**config.mk**
```make
export PLATFORM = sky130hd
export DESIGN_NAME = stream_substring_search
export DESIGN_NICKNAME = d
export VERILOG_FILES = /design/src/hw/rtl/ssrch_pkg.sv /design/src/hw/rtl/ssrch_pattern.sv /design/src/hw/rtl/ssrch_text.sv /design/src/hw/rtl/stream_substring_search.sv
export SDC_FILE = /design/constraint.sdc
export NUM_CORES = 1
export LEC_CHECK = 0
export ABC_AREA = 1
export CAP_MARGIN = 25
export CORE_MARGIN = 2
export CORE_UTILIZATION = 60
export CTS_BUF_LIST = sky130_fd_sc_hd__clkbuf_8
export DETAILED_ROUTE_END_ITERATION = 6
export DONT_BUFFER_PORTS = 1
export GPL_ROUTABILITY_DRIVEN = 0
export GPL_TIMING_DRIVEN = 1
export HOLD_SLACK_MARGIN = 0.06
export PLACE_DENSITY = 0.9
export SETUP_SLACK_MARGIN = 0.4
export SLEW_MARGIN = 25
export SYNTH_ARGS = -nofsm -noshare
export SYNTH_HDL_FRONTEND = slang
export SYNTH_SLANG_ARGS = --single-unit
```
**constraint.sdc**
```tcl
create_clock -name clk -period 3.75 [get_ports clk]
set_input_delay 0.75 -clock clk [delete_from_list [all_inputs] [get_ports clk]]
set_output_delay 0.75 -clock clk [all_outputs]
set_load 0.02 [all_outputs]
```
**src/hw/rtl/ssrch_pkg.sv**
```systemverilog
// ssrch_pkg: shared types and codes for the streaming substring search block
// no dependencies; imported by every module of the block
package ssrch_pkg;

    // fixed field widths
    localparam int BYTE_W   = 8;
    localparam int OUT_IDX_W = 32;

    // item kinds carried on the mode field
    localparam logic MODE_PATTERN = 1'b0;
    localparam logic MODE_TEXT    = 1'b1;

    // terminator byte for both pattern and text
    localparam logic [BYTE_W-1:0] TERM_BYTE = '0;

    // result status codes
    typedef enum logic [1:0] {
        ST_FOUND     = 2'd0,
        ST_NOT_FOUND = 2'd1,
        ST_TOO_LONG  = 2'd2
    } status_t;

    // result word produced by the search stage
    typedef struct packed {
        logic                 valid;
        status_t              status;
        logic [OUT_IDX_W-1:0] index;
    } result_t;

endpackage

```
**src/hw/rtl/ssrch_pattern.sv**
```systemverilog
// ssrch_pattern: pattern byte store, fill count, closed length and overflow flag
// depends on ssrch_pkg
module ssrch_pattern #(
    parameter int MAX_QUERY = 16,
    parameter int CNT_W     = 5
) (
    input  logic                         clk,
    input  logic                         rst_n,
    input  logic                         en,
    input  logic                         mode,
    input  logic [ssrch_pkg::BYTE_W-1:0] data_byte,
    output logic [ssrch_pkg::BYTE_W-1:0] store [MAX_QUERY],
    output logic [CNT_W-1:0]             length,
    output logic                         overflow
);
    import ssrch_pkg::*;

    localparam int IDX_W = (MAX_QUERY > 1) ? $clog2(MAX_QUERY) : 1;
    localparam logic [CNT_W-1:0] MAX_CNT = CNT_W'(MAX_QUERY);

    logic [BYTE_W-1:0] store_reg [MAX_QUERY];
    logic [CNT_W-1:0]  fill_reg, fill_next;
    logic [CNT_W-1:0]  length_reg, length_next;
    logic              overflow_reg, overflow_next;
    logic              write_en;

    // pattern load control
    always_comb
    begin
        fill_next     = fill_reg;
        length_next   = length_reg;
        overflow_next = overflow_reg;
        write_en      = 1'b0;
        if (en && mode == MODE_PATTERN)
        begin
            if (fill_reg == '0)
            begin
                overflow_next = 1'b0;
            end
            if (data_byte == TERM_BYTE)
            begin
                length_next = fill_reg;
                fill_next   = '0;
            end
            else if (fill_reg < MAX_CNT)
            begin
                write_en  = 1'b1;
                fill_next = fill_reg + 1'b1;
            end
            else
            begin
                overflow_next = 1'b1;
            end
        end
    end

    // control registers
    always_ff @(posedge clk or negedge rst_n)
    begin
        if (!rst_n)
        begin
            fill_reg     <= '0;
            length_reg   <= '0;
            overflow_reg <= 1'b0;
        end
        else
        begin
            fill_reg     <= fill_next;
            length_reg   <= length_next;
            overflow_reg <= overflow_next;
        end
    end

    // byte store, no reset
    always_ff @(posedge clk)
    begin
        if (write_en)
        begin
            store_reg[fill_reg[IDX_W-1:0]] <= data_byte;
        end
    end

    assign store    = store_reg;
    assign length   = length_reg;
    assign overflow = overflow_reg;

endmodule

```
**src/hw/rtl/ssrch_text.sv**
```systemverilog
// ssrch_text: text side of the search, a row of partial-match cells, the text
// position counter and the match-seen flag; depends on ssrch_pkg
module ssrch_text #(
    parameter int MAX_QUERY  = 16,
    parameter int INDEX_BITS = 32,
    parameter int CNT_W      = 5
) (
    input  logic                         clk,
    input  logic                         rst_n,
    input  logic                         item_valid,
    input  logic                         en,
    input  logic                         mode,
    input  logic [ssrch_pkg::BYTE_W-1:0] data_byte,
    input  logic [ssrch_pkg::BYTE_W-1:0] store [MAX_QUERY],
    input  logic [CNT_W-1:0]             length,
    input  logic                         overflow,
    output ssrch_pkg::result_t           res
);
    import ssrch_pkg::*;

    localparam int IDX_W  = (MAX_QUERY > 1) ? $clog2(MAX_QUERY) : 1;
    localparam int WIDE_W = (INDEX_BITS > OUT_IDX_W) ? INDEX_BITS : OUT_IDX_W;

    // cell j set: the text so far ends in pattern bytes 0..j
    logic [MAX_QUERY-1:0]  part_reg, part_next, part_step;
    logic [INDEX_BITS-1:0] pos_reg, pos_next, pos_inc;
    logic                  seen_reg, seen_next;
    logic [CNT_W-1:0]      len_m1;
    logic                  hit;
    logic [WIDE_W-1:0]     idx_wide;
    logic [OUT_IDX_W-1:0]  idx_out;

    // one compare per cell against the new byte
    always_comb
    begin
        for (int j = 0; j < MAX_QUERY; j++)
        begin
            if (j == 0)
            begin
                part_step[j] = (store[j] == data_byte);
            end
            else
            begin
                part_step[j] = part_reg[j-1] && (store[j] == data_byte);
            end
        end
    end

    // saturating position and match check
    assign pos_inc = (pos_reg == '1) ? pos_reg : pos_reg + 1'b1;
    assign len_m1  = length - 1'b1;
    assign hit     = !overflow && (length != '0) && part_step[len_m1[IDX_W-1:0]];
    assign idx_wide = WIDE_W'(pos_inc) - WIDE_W'(length);

    // clamp the start offset to the output width
    generate
        if (WIDE_W > OUT_IDX_W)
        begin : g_clamp
            assign idx_out = (idx_wide[WIDE_W-1:OUT_IDX_W] != '0) ? '1
                                                                  : idx_wide[OUT_IDX_W-1:0];
        end
        else
        begin : g_plain
            assign idx_out = idx_wide[OUT_IDX_W-1:0];
        end
    endgenerate

    // result and next state for the word in the stage
    always_comb
    begin
        part_next  = part_reg;
        pos_next   = pos_reg;
        seen_next  = seen_reg;
        res.valid  = 1'b0;
        res.status = ST_FOUND;
        res.index  = '0;
        if (mode == MODE_PATTERN || data_byte == TERM_BYTE)
        begin
            part_next = '0;
            pos_next  = '0;
            seen_next = 1'b0;
            if (mode == MODE_TEXT && !seen_reg)
            begin
                res.valid  = item_valid;
                res.status = overflow ? ST_TOO_LONG : ST_NOT_FOUND;
            end
        end
        else if (!seen_reg)
        begin
            part_next = part_step;
            pos_next  = pos_inc;
            if (hit)
            begin
                seen_next  = 1'b1;
                res.valid  = item_valid;
                res.status = ST_FOUND;
                res.index  = idx_out;
            end
        end
    end

    // text state registers
    always_ff @(posedge clk or negedge rst_n)
    begin
        if (!rst_n)
        begin
            part_reg <= '0;
            pos_reg  <= '0;
            seen_reg <= 1'b0;
        end
        else if (en)
        begin
            part_reg <= part_next;
            pos_reg  <= pos_next;
            seen_reg <= seen_next;
        end
    end

endmodule

```
**src/hw/rtl/stream_substring_search.sv**
```systemverilog
// stream_substring_search: top level with input stage, pattern and text units,
// and the result register; depends on ssrch_pkg, ssrch_pattern, ssrch_text
//
//   channel  signals                          direction  contents
//   in       in_valid, in_ready               sink       mode, data_byte
//   out      out_valid, out_ready             source     status, match_index
//
// One word per cycle in and out. A word is registered at acceptance and handled
// from the input stage; its result (if any) is loaded into the output register
// when the stage advances, and out_valid rises as it is loaded.
// The stage stalls only when its word makes a result and the output register
// is still held by out_ready low; words that make no result never stall.
// Reset clears pattern length, fill count, overflow flag and text state.
module stream_substring_search #(
    parameter int MAX_QUERY  = 16,
    parameter int INDEX_BITS = 32
) (
    input  logic                         clk,
    input  logic                         rst_n,
    input  logic                         in_valid,
    output logic                         in_ready,
    input  logic                         mode,
    input  logic [ssrch_pkg::BYTE_W-1:0] data_byte,
    output logic                         out_valid,
    input  logic                         out_ready,
    output logic [1:0]                   status,
    output logic [ssrch_pkg::OUT_IDX_W-1:0] match_index
);
    import ssrch_pkg::*;

    localparam int CNT_W = $clog2(MAX_QUERY + 1);

    logic                  stage_valid_reg, stage_valid_next;
    logic                  mode_reg;
    logic [BYTE_W-1:0]     byte_reg;
    logic                  advance;
    logic                  in_take;
    logic [BYTE_W-1:0]     store [MAX_QUERY];
    logic [CNT_W-1:0]      length;
    logic                  overflow;
    result_t               res;
    logic                  out_valid_reg, out_valid_next;
    status_t               status_reg;
    logic [OUT_IDX_W-1:0]  index_reg;

    // stage moves unless its result would overwrite a waiting one
    assign advance  = stage_valid_reg && (!res.valid || !out_valid_reg || out_ready);
    assign in_ready = !stage_valid_reg || advance;
    assign in_take  = in_valid && in_ready;

    always_comb
    begin
        stage_valid_next = stage_valid_reg;
        if (in_take)
        begin
            stage_valid_next = 1'b1;
        end
        else if (advance)
        begin
            stage_valid_next = 1'b0;
        end
    end

    // input stage
    always_ff @(posedge clk or negedge rst_n)
    begin
        if (!rst_n)
        begin
            stage_valid_reg <= 1'b0;
        end
        else
        begin
            stage_valid_reg <= stage_valid_next;
        end
    end

    always_ff @(posedge clk)
    begin
        if (in_take)
        begin
            mode_reg <= mode;
            byte_reg <= data_byte;
        end
    end

    // pattern unit
    ssrch_pattern #(
        .MAX_QUERY (MAX_QUERY),
        .CNT_W     (CNT_W)
    ) u_pattern (
        .clk       (clk),
        .rst_n     (rst_n),
        .en        (advance),
        .mode      (mode_reg),
        .data_byte (byte_reg),
        .store     (store),
        .length    (length),
        .overflow  (overflow)
    );

    // text unit
    ssrch_text #(
        .MAX_QUERY  (MAX_QUERY),
        .INDEX_BITS (INDEX_BITS),
        .CNT_W      (CNT_W)
    ) u_text (
        .clk        (clk),
        .rst_n      (rst_n),
        .item_valid (stage_valid_reg),
        .en         (advance),
        .mode       (mode_reg),
        .data_byte  (byte_reg),
        .store      (store),
        .length     (length),
        .overflow   (overflow),
        .res        (res)
    );

    // result register
    always_comb
    begin
        out_valid_next = out_valid_reg;
        if (advance && res.valid)
        begin
            out_valid_next = 1'b1;
        end
        else if (out_ready)
        begin
            out_valid_next = 1'b0;
        end
    end

    always_ff @(posedge clk or negedge rst_n)
    begin
        if (!rst_n)
        begin
            out_valid_reg <= 1'b0;
        end
        else
        begin
            out_valid_reg <= out_valid_next;
        end
    end

    always_ff @(posedge clk)
    begin
        if (advance && res.valid)
        begin
            status_reg <= res.status;
            index_reg  <= res.index;
        end
    end

    assign out_valid   = out_valid_reg;
    assign status      = status_reg;
    assign match_index = index_reg;

endmodule

```
==> tab_implementation.tex <==
\begin{tabular}{lr}
\hline
Metric & Value \\
\hline
\multicolumn{2}{l}{\textbf{Run status}} \\
Result of the run & finished, violations left \\
Violations in the final reports & design-rule violations, negative setup slack \\
\multicolumn{2}{l}{\textbf{Finish}} \\
Diodes inserted & 0 \\
Fraction of final layout cells sized beyond drive strength 1 & around a fifth \\
Synth-to-layout area growth & 18.0\% \\
Most common cell after layout, fill and taps aside & sky130\_fd\_sc\_hd\_\_nand2\_1 \\
Utilization after layout & between 70 and 80\% \\
Largest register FFs & 128 \\
Most frequent cells in the layout & sky130\_fd\_sc\_hd\_\_nand2\_1, sky130\_fd\_sc\_hd\_\_edfxtp\_1, sky130\_fd\_sc\_hd\_\_inv\_1, sky130\_fd\_sc\_hd\_\_nor2\_1, sky130\_fd\_sc\_hd\_\_buf\_4 \\
Final nets & 1527 \\
\multicolumn{2}{l}{\textbf{Setup path}} \\
Worst setup path category & register to register \\
FF-to-FF setup slack & -210 ps \\
Crit Path Max Fanout & 4 \\
CP startpoint kind & register \\
Critical Path Max Stage Delay & 430 ps \\
Nature of the critical path endpoint & register \\
WP buf/inv & 3 \\
Arrival time at the worst endpoint & 4410 ps \\
Crit path max-delay family & simple AND/OR/NAND/NOR gates \\
Cell with the biggest individual delay on the critical path & sky130\_fd\_sc\_hd\_\_dfrtp\_1 \\
Required time of the worst setup path & 4200 ps \\
\multicolumn{2}{l}{\textbf{Synth}} \\
Synthesized Nets & approximately 1400 \\
Number of instances in the synthesized netlist & 1400 \\
Count of flip-flops with a built-in enable after synthesis & 171 \\
Synth async-reset ratio & between 20\% and 30\% \\
Primary FF master, synth & sky130\_fd\_sc\_hd\_\_edfxtp\_1 \\
Synthesized area & 12400 sq um \\
Syn\_area\_per\_cell & 8.82 sq um \\
Post-synthesis sequential area ratio & 53.9\% \\
Warnings from Yosys & 0 \\
Distinct cells, synth & 44 \\
\#FFs+latches synth & $\sim$230 \\
\multicolumn{2}{l}{\textbf{Clock tree}} \\
H-Tree Level Count & 2 \\
Later-pin clock latency in the skew report & around 600 ps \\
Number of buffers added by the clock tree synthesis step & 38 \\
Clock tree from TritonCTS & built \\
Clk sink count & 232 \\
Clock transition at the registers of the reported paths & 70 ps \\
Clk buf depth & 3 \\
Root buffer selected by CTS & sky130\_fd\_sc\_hd\_\_clkbuf\_8 \\
\multicolumn{2}{l}{\textbf{STA}} \\
Setup tns final & -1880 ps \\
Setup repair after global routing missed its margin & yes \\
Max-slew violation count & 0 \\
Final setup viols & 17 \\
Crit path time final & between 3000 and 4000 ps \\
Maximum achievable frequency & between 200 and 300 MHz \\
Worst clock skew on the final layout & 28.2 ps \\
Slew at the pin closest to its max-slew limit & $\sim$660 ps \\
Max-slew headroom & a little under three fifths \\
Final-report hold violation count & 0 \\
Final worst hold slack & 52.8 ps \\
Post-route setup slack & -212 ps \\
Final critical-path share of the clock period & 106\% \\
\multicolumn{2}{l}{\textbf{Place}} \\
Worst slack after detailed placement & between 20 and 30 ps \\
Number of buffers added on ports & 0 \\
Detailed placement HPWL & approximately 19 mm \\
\multicolumn{2}{l}{\textbf{Drt}} \\
Vias & 11600 \\
Final wirelength & 40.7 mm \\
Post-detailed-route wirelength per cell & 22.6 microns \\
Number of DRC markers in iteration 0 & 2165 \\
Number of design rule violations left after detail routing & 52 \\
Router iterations before antenna repair & 7 \\
Antenna Violating Nets Remaining & 0 \\
DR vias/cell & 6.46 \\
\multicolumn{2}{l}{\textbf{Die}} \\
Die Height & 147 microns \\
I/O Pins & 49 \\
Initial cell density of the core & 61.1\% \\
DIE AREA & 21800 sq um \\
Area of the core & roughly 20000 sq um \\
Die boundary width & approximately 150 microns \\
Standard-cell rows & 52 \\
\multicolumn{2}{l}{\textbf{Power}} \\
Pwr Density & 440 nW/um\^{}2 \\
Power after layout & 6.41 mW \\
Max IR drop VDD & between 0.0004 and 0.0005 V \\
Leakage power of the design & 6.15 nW \\
\multicolumn{2}{l}{\textbf{Global route}} \\
Via count of the first global-routing pass & 10300 \\
Global route total overflow & 0 \\
Overall Global Routing Usage & 29.9\% \\
Initial antenna violation count & 0 \\
Wire length of the first global-routing pass & just over 50 mm \\
Pin count of the biggest net entering global routing & 62 \\
\multicolumn{2}{l}{\textbf{Min path}} \\
Hold Path Class & input pin to asynchronous set/reset pin \\
\multicolumn{2}{l}{\textbf{Flow run}} \\
Number of max-cap violations & 0 \\
\hline
\end{tabular}
layout make-up:
| cell class | count | area [sq um] |
|---|---|---|
| flip-flops and latches | 232 | 6660 |
| fillers | 1135 | 5660 |
| multi-input cells | 970 | 5270 |
| repair buffers | 106 | 988 |
| inverters | 150 | 592 |
| clock buffers | 38 | 523 |
| well taps | 270 | 338 |
| clock inverters | 30 | 183 |
| repair inverters | 3 | 20.0 |
synthesized netlist by cell type, drive strengths merged (6+ instances only):
cell / number / area [sq um]
dfrtp: 61 / 1530
buf: 35 / 269
nand4: 26 / 184
a21oi: 26 / 141
o21ai: 92 / 536
xor2: 47 / 412
nor2: 175 / 687
clkbuf: 13 / 48.8
edfxtp: 171 / 5130
ha: 12 / 150
nand3: 86 / 440
nand3b: 6 / 45.0
inv: 149 / 559
nor3: 32 / 186
nand2: 411 / 1560
or2: 7 / 43.8
xnor2: 30 / 263
timing repair:
| action | in CTS | in global routing |
|---|---|---|
| cloned | 0 | 5 |
| hold buffers | 1 | 0 |
| endpoints found under the setup margin | 60 | 187 |
| buffers inserted | 38 | 24 |
| endpoints found under the hold margin | 61 | 0 |
| gates resized for setup | 29 | 103 |
| pin swaps | 14 | 37 |
routing by layer:
metal / global-route usage, % / wire, microns / vias to the layer above
li1: - / - / 4771
met1: 35.2 / 13100 / 5321
met2: 49.9 / 18900 / 1184
met3: 7.35 / 5540 / 347
met4: 18.3 / 3200 / 0
met5: 0 / 0 / -
report_power, final:
part,total [mW],internal (mW),switching (mW)
clock network,2.21,1.09,1.12
logic,1.24,0.439,0.796
registers,2.96,2.87,0.0897
cells by family after synthesis:
group	Yosys count	synth area share, %
fa+ha+maj	13	1.38
simple gates	751	26.0
buf+inv	198	7.13
compound gates	128	6.08
flops	232	53.9
mux	1	0.0810
xor+xnor	77	5.46
path summary, 6_finish.rpt:
| check | start | to | cells past startpoint |
|---|---|---|---|
| max in group asynchronous | rst_n | u_text.part_reg[7]$_DFFE_PN0P_ | 1 |
| min in group clk | data_byte[0] | byte_reg[0]$_DFFE_PP_ | 0 |
| min reg2reg | u_text.part_reg[13]$_DFFE_PN0P_ | u_text.part_reg[13]$_DFFE_PN0P_ | 2 |
| min | rst_n | u_text.pos_reg[16]$_DFFE_PN0P_ | 1 |
| max | u_text.pos_reg[1]$_DFFE_PN0P_ | match_index[25]$_SDFFCE_PP0P_ | 25 |
| max reg2reg | u_text.pos_reg[1]$_DFFE_PN0P_ | match_index[25]$_SDFFCE_PP0P_ | 25 |
through the flow:
step / std cells / cell area (sq um)
2_1_floorplan: 1400 / 12500
3_3_place_gp: 1663 / 12800
3_5_place_dp: 1663 / 12800
4_1_cts: 1770 / 13900
5_1_grt: 1799 / 14600
6_report: 1799 / 14600
No activity file was read; power rests on OpenSTA's default activity.
